$ cat src/rtl/gmh_pkg.sv
// ---------------------------------------------------------------------------
// gmh_pkg
// Shared types and constants for the grid max height map: word formats,
// register indexes, divider control and the sequencer states.
// ---------------------------------------------------------------------------
package gmh_pkg;

   localparam int MAX_CELLS_X_DEF = 64;
   localparam int MAX_CELLS_Y_DEF = 64;

   localparam int CSR_IDX_W  = 3;
   localparam int CSR_DATA_W = 32;

   localparam logic [CSR_IDX_W-1:0] REG_X_LOW        = 3'd0;
   localparam logic [CSR_IDX_W-1:0] REG_Y_LOW        = 3'd1;
   localparam logic [CSR_IDX_W-1:0] REG_CELL_WIDTH_X = 3'd2;
   localparam logic [CSR_IDX_W-1:0] REG_CELL_WIDTH_Y = 3'd3;
   localparam logic [CSR_IDX_W-1:0] REG_CELLS_X      = 3'd4;
   localparam logic [CSR_IDX_W-1:0] REG_CELLS_Y      = 3'd5;

   localparam logic OP_SAMPLE   = 1'b0;
   localparam logic OP_REPORT   = 1'b1;
   localparam logic KIND_ACK    = 1'b0;
   localparam logic KIND_REPORT = 1'b1;

   localparam int COORD_W      = 32;
   localparam int WIDTH_W      = 31;
   localparam int COUNT_W      = 7;
   localparam int CELL_INDEX_W = 12;
   localparam int MEAN_W       = 31;
   localparam int NARROW_W     = 32;   // dividend width of a binning division

   typedef struct packed {
      logic                       op;
      logic signed [COORD_W-1:0]  pos_x;
      logic signed [COORD_W-1:0]  pos_y;
      logic signed [COORD_W-1:0]  pos_z;
      logic [WIDTH_W-1:0]         radius;
      logic                       in_group;
   } req_type;

   typedef struct packed {
      logic                     kind;
      logic [CELL_INDEX_W-1:0]  cell_index;
      logic                     out_of_range;
      logic                     updated;
      logic [MEAN_W-1:0]        mean_height;
   } rsp_type;

   typedef struct packed {
      logic start;
      logic wide;    // full-width dividend (report mean), else 32-bit binning
   } div_ctl_type;

   typedef enum logic [3:0] {
      ST_CLEAR,
      ST_IDLE,
      ST_START_X,
      ST_DIV_X,
      ST_START_Y,
      ST_DIV_Y,
      ST_INDEX,
      ST_READ,
      ST_UPDATE,
      ST_SUM,
      ST_SUM_END,
      ST_MEAN,
      ST_DIV_M,
      ST_RESP
   } gmh_state_type;

endpackage

$ cat src/rtl/gmh_div.sv
// ---------------------------------------------------------------------------
// gmh_div
// Shared restoring divider, two quotient bits per cycle. Narrow requests
// divide a 32-bit dividend, wide requests the full DVD_W-bit dividend.
// ---------------------------------------------------------------------------
module gmh_div
   import gmh_pkg::*;
#(
   parameter int DVD_W = 46
) (
   input  logic                clock,
   input  logic                reset,
   input  div_ctl_type         ctl,
   input  logic [DVD_W-1:0]    dividend,
   input  logic [WIDTH_W-1:0]  divisor,
   output logic                done,
   output logic [DVD_W-1:0]    quotient
);

   localparam int WIDE_PAIRS   = DVD_W / 2;
   localparam int NARROW_PAIRS = NARROW_W / 2;
   localparam int PCNT_W       = $clog2(WIDE_PAIRS + 1);

   logic                busy_ff, busy_in;
   logic                done_ff, done_in;
   logic [PCNT_W-1:0]   cnt_ff, cnt_in;
   logic [DVD_W-1:0]    dvd_ff, dvd_in;
   logic [WIDTH_W-1:0]  rem_ff, rem_in;
   logic [WIDTH_W-1:0]  dsr_ff, dsr_in;

   logic [DVD_W-1:0]    dvd_step;
   logic [WIDTH_W-1:0]  rem_step;
   logic [WIDTH_W:0]    rs;
   logic [WIDTH_W:0]    diff;
   logic                ge;

   // two dependent restoring steps
   always_comb begin
      rem_step = rem_ff;
      dvd_step = dvd_ff;
      rs       = '0;
      diff     = '0;
      ge       = 1'b0;
      for (int i = 0; i < 2; i++) begin
         rs       = {rem_step, dvd_step[DVD_W-1]};
         diff     = rs - {1'b0, dsr_ff};
         ge       = (rs >= {1'b0, dsr_ff});
         rem_step = ge ? diff[WIDTH_W-1:0] : rs[WIDTH_W-1:0];
         dvd_step = {dvd_step[DVD_W-2:0], ge};
      end
   end

   always_comb begin
      busy_in = busy_ff;
      done_in = 1'b0;
      cnt_in  = cnt_ff;
      dvd_in  = dvd_ff;
      rem_in  = rem_ff;
      dsr_in  = dsr_ff;
      if (ctl.start) begin
         busy_in = 1'b1;
         rem_in  = '0;
         dsr_in  = divisor;
         if (ctl.wide) begin
            dvd_in = dividend;
            cnt_in = PCNT_W'(WIDE_PAIRS);
         end else begin
            dvd_in = {dividend[NARROW_W-1:0], {(DVD_W-NARROW_W){1'b0}}};
            cnt_in = PCNT_W'(NARROW_PAIRS);
         end
      end else if (busy_ff) begin
         dvd_in = dvd_step;
         rem_in = rem_step;
         cnt_in = cnt_ff - PCNT_W'(1);
         if (cnt_ff == PCNT_W'(1)) begin
            busy_in = 1'b0;
            done_in = 1'b1;
         end
      end
   end

   always_ff @(posedge clock) begin
      if (reset) begin
         busy_ff <= 1'b0;
         done_ff <= 1'b0;
         cnt_ff  <= '0;
      end else begin
         busy_ff <= busy_in;
         done_ff <= done_in;
         cnt_ff  <= cnt_in;
      end
   end

   always_ff @(posedge clock) begin
      dvd_ff <= dvd_in;
      rem_ff <= rem_in;
      dsr_ff <= dsr_in;
   end

   assign done     = done_ff;
   assign quotient = dvd_ff;

endmodule

$ cat config.mk
export PLATFORM = sky130hd
export DESIGN_NAME = gmh_div
export DESIGN_NICKNAME = d
export VERILOG_FILES = /design/src/rtl/gmh_pkg.sv /design/src/rtl/gmh_div.sv
export SDC_FILE = /design/constraint.sdc
export NUM_CORES = 1
export LEC_CHECK = 0
export BUFFER_PORTS_ARGS = -buffer_cell sky130_fd_sc_hd__buf_4
export CORE_MARGIN = 4
export CORE_UTILIZATION = 55
export CTS_BUF_LIST = sky130_fd_sc_hd__clkbuf_8
export DETAILED_ROUTE_END_ITERATION = 6
export HOLD_SLACK_MARGIN = 0.03
export PLACE_DENSITY = 0.77
export SLEW_MARGIN = 0
export SYNTH_ARGS = -nofsm -noshare
export SYNTH_HDL_FRONTEND = slang
export SYNTH_SLANG_ARGS = --single-unit
export TNS_END_PERCENT = 10
$ cat constraint.sdc
create_clock -name clock -period 10.1 [get_ports clock]
set_input_delay 0.505 -clock clock [delete_from_list [all_inputs] [get_ports clock]]
set_output_delay 0.505 -clock clock [all_outputs]
set_load 0.005 [all_outputs]
==> results.txt <==
Worst slew margin -> 0.1904
fin crit period -> 6.715 ns
ant diodes -> 0
Top Ports -> 128
Yosys top cell by area -> edfxtp_1
setup TNS -> 0 ns
Avg Vias per Cell -> 6.056
first-pass GRT wire length -> 39.26 mm
Tightest Pin Transition -> 1.210 ns
Layout Nets -> 1252
Hold Crit Start -> divisor[15]
total power -> 1.576 mW
row count -> 46
failing checks -> DRC
peak fanout along the critical path -> 22
R2R depth -> 23
Area after DPL -> 9936 µm²
root buffer cell -> clkbuf_8
Area Overhead vs Synth -> 16.08%
YS warnings -> 0
Max Clock Skew -> 0.009693 ns
count of input and output buffers -> 127
TritonCTS buffer count -> 17
die height -> 135.1 µm
Worst EP required -> 10.45 ns
XOR/XNOR Fraction of Synth Area -> 0.04139
die area -> 18260 µm²
R2R Path End -> rem_ff[12]$_SDFFE_PP0P_
drt total wl -> 25.02 mm
RSZ-0062 raised after global routing -> no
largest family of logic cells by synthesized area -> compound AO/OA/AOI/OAI gates
EDFF count, synth -> 77
Synthesized Nets -> 1147
Worst Path Arrival -> 7.06 ns
#FFs+latches synth -> 115
Synth cell types -> 82
critical path cell sequence -> inv_1, ha_1, inv_1, fa_1, nand3_1, a21oi_2, nor4b_4, o21ai_1, a21oi_1, nor2_2, buf_4, mux2_2, ha_1, and3_1, nand2_1, or4_1, and3_1, a221oi_1, a221oi_2, o311ai_4, buf_4, mux2_2, a22o_1
vias in the first global route -> 7563
leakage -> 4.429 nW
Routed Antenna Nets -> 0
crit start category -> flip-flop
most frequent cells in the layout -> buf_4, nor2_1, a21oi_1, edfxtp_1, inv_1
Max VDD drop -> 87.98 µV
reg2reg start -> quotient[45]$_DFFE_PP_
Post-Synth Simple-Gate Area -> 0.1618
max-cap violations -> 0
hold crit path type -> in2reg
Final Instance Area -> 10320 µm²
asr flop ratio synth -> 0
Achievable Freq -> 0.1489 GHz
Final GP Congestion -> 0.9589
drt pass-1 iters -> 7
Routed WL per cell -> 18.76 µm
Syn Area/Cell -> 8.887 µm²
pin count of the biggest net entering global routing -> 91
layout cell share with drive strength beyond 1 -> 0.1843
Cells after Synth -> 1000
Clock Tree Buf Depth -> 2
slowest CP cell -> a21oi_1
top cells by area, synth -> edfxtp_1, ha_1, dfxtp_1
Starting Density -> 0.5595
pwr dens -> 152.7 nW/µm²
antenna violations before repair -> 0
post-synthesis compound-gate area fraction -> 0.2184
clock slew at reported path FFs -> 0.08 ns
First DRT Iteration DRCs -> 713
share of the synthesized area in the top cell type -> 0.2602
multiplexer area fraction after synthesis -> 0.08349
core area -> 15890 µm²
total gr overflow -> 0
Post-Synth Adder-Cell Area -> 0.09461
CTS resizes -> 0
PnR worst setup slack -> 3.385 ns
status -> finished, violations left
Setup violations, final -> 0
CTS tree -> yes
Synth Flop Type -> edfxtp_1
Seq/Total Area, Yosys -> 0.3458
final worst path period share -> 0.6648
peak per-stage delay on the critical path -> 0.71 ns
CP Capture Type -> flip-flop
H-tree depth -> 4
fillcell total -> 1372
routed via count -> 8079
worst hold endpoint -> dsr_ff[15]$_DFFE_PP_
total global-route track usage -> 0.2718
HPWL after DPL -> 18.81 mm
flop-to-flop setup slack -> 3.39 ns
Hold Vio Cnt, Final -> 0
CTS sink count -> 115
Final Max Slew Viols -> 0
DRC errors left -> 5
die width -> 135.1 µm
Crit Path Class -> reg2reg
most common cell after layout, fill and taps aside -> buf_4
# hold bufs at CTS -> 0
Post-Place Setup Slack -> 3.449 ns
hold path depth -> 1
postcts setup bufs -> 0
Mapped Area -> 8887 µm²
Clock Latency Late Sink -> 0.46 ns
[stage by stage]
stage | util | hold slack, ns | cells
after global placement | 0.6255 | 0.4696 | 1302
after floorplan | - | 0.4451 | 1000
after global routing | 0.6494 | 0.1948 | 1334
final | 0.6494 | 0.2231 | 1334
after detailed placement | 0.6255 | 0.4909 | 1302
after CTS | 0.6494 | 0.2030 | 1334
[where the power goes]
part	switching (mW)	internal (mW)
clock	0.223	0.200
combinational	0.330	0.242
sequential	0.0283	0.552
[critical path: cells and delay by family (launching register included)]
kind,cells,cell delay [ns]
AO/OA/AOI/OAI,7,1.74
adder cells (fa/ha/maj),3,0.95
buffers and inverters,4,0.85
flip-flops,1,0.42
multiplexers,2,0.69
AND/OR/NAND/NOR,7,1.91
[state kept, by name, indices dropped and copies added, names as in the netlist]
register  count
quotient     46
dsr_ff       31
rem_ff       31
cnt_ff        5
busy_ff       1
done          1
[Yosys cell counts, types with 10 or more instances]
cell type and number:
nand4_1 12, a21o_1 10, nor2_1 105, xor2_1 13
edfxtp_1 77, a211oi_1 25, xnor2_1 29, ha_1 64
o21ai_0 60, nand3_1 23, mux2_2 16, clkbuf_1 30
o21a_1 16, o31ai_1 10, inv_1 72, dfxtp_1 38
nor3_1 21, a21oi_1 89, nand2_1 69, mux2i_1 55
[routing by layer]
layer / global-route usage / share of wire / wire [µm]
met5: 0 / 0 / 0
met1: 0.3896 / 0.45 / 11230
met2: 0.4195 / 0.46 / 11490
met3: 0.05291 / 0.070 / 1745
met4: 0.07839 / 0.022 / 560
[kinds of logic (layout without fill, tap and decap cells)]
group	count (synthesis)	count (layout)
buffers and inverters	118	236
adder cells (fa/ha/maj)	66	66
AND/OR/NAND/NOR	297	297
flip-flops	115	115
multiplexers	72	72
AO/OA/AOI/OAI	290	290
XOR/XNOR	42	42
[cell type report]
type	count	area, µm²	share of cell area
Tap cell	216	270.3	0.02620
Inverter	72	270.3	0.02620
Clock inverter	15	146.4	0.01419
Multi-Input combinational cell	767	5331	0.5168
Clock buffer	17	234.0	0.02268
Sequential cell	115	3073	0.2979
Timing Repair Buffer	132	991.0	0.09606
[worst max-delay path by stage]
stage	cells past startpoint	startpoint	slack (ns)	end
4_1_cts	23	quotient[45]$_DFFE_PP_	3.43	rem_ff[12]$_SDFFE_PP0P_
2_1_floorplan	23	quotient[45]$_DFFE_PP_	5.04	rem_ff[27]$_SDFFE_PP0P_
6_report	23	quotient[45]$_DFFE_PP_	3.39	rem_ff[12]$_SDFFE_PP0P_
3_5_place_dp	23	quotient[45]$_DFFE_PP_	3.45	rem_ff[12]$_SDFFE_PP0P_
3_3_place_gp	23	quotient[45]$_DFFE_PP_	3.70	rem_ff[12]$_SDFFE_PP0P_
5_1_grt	23	quotient[45]$_DFFE_PP_	2.98	rem_ff[12]$_SDFFE_PP0P_
Note: power is estimated with default switching activity, not from simulation.
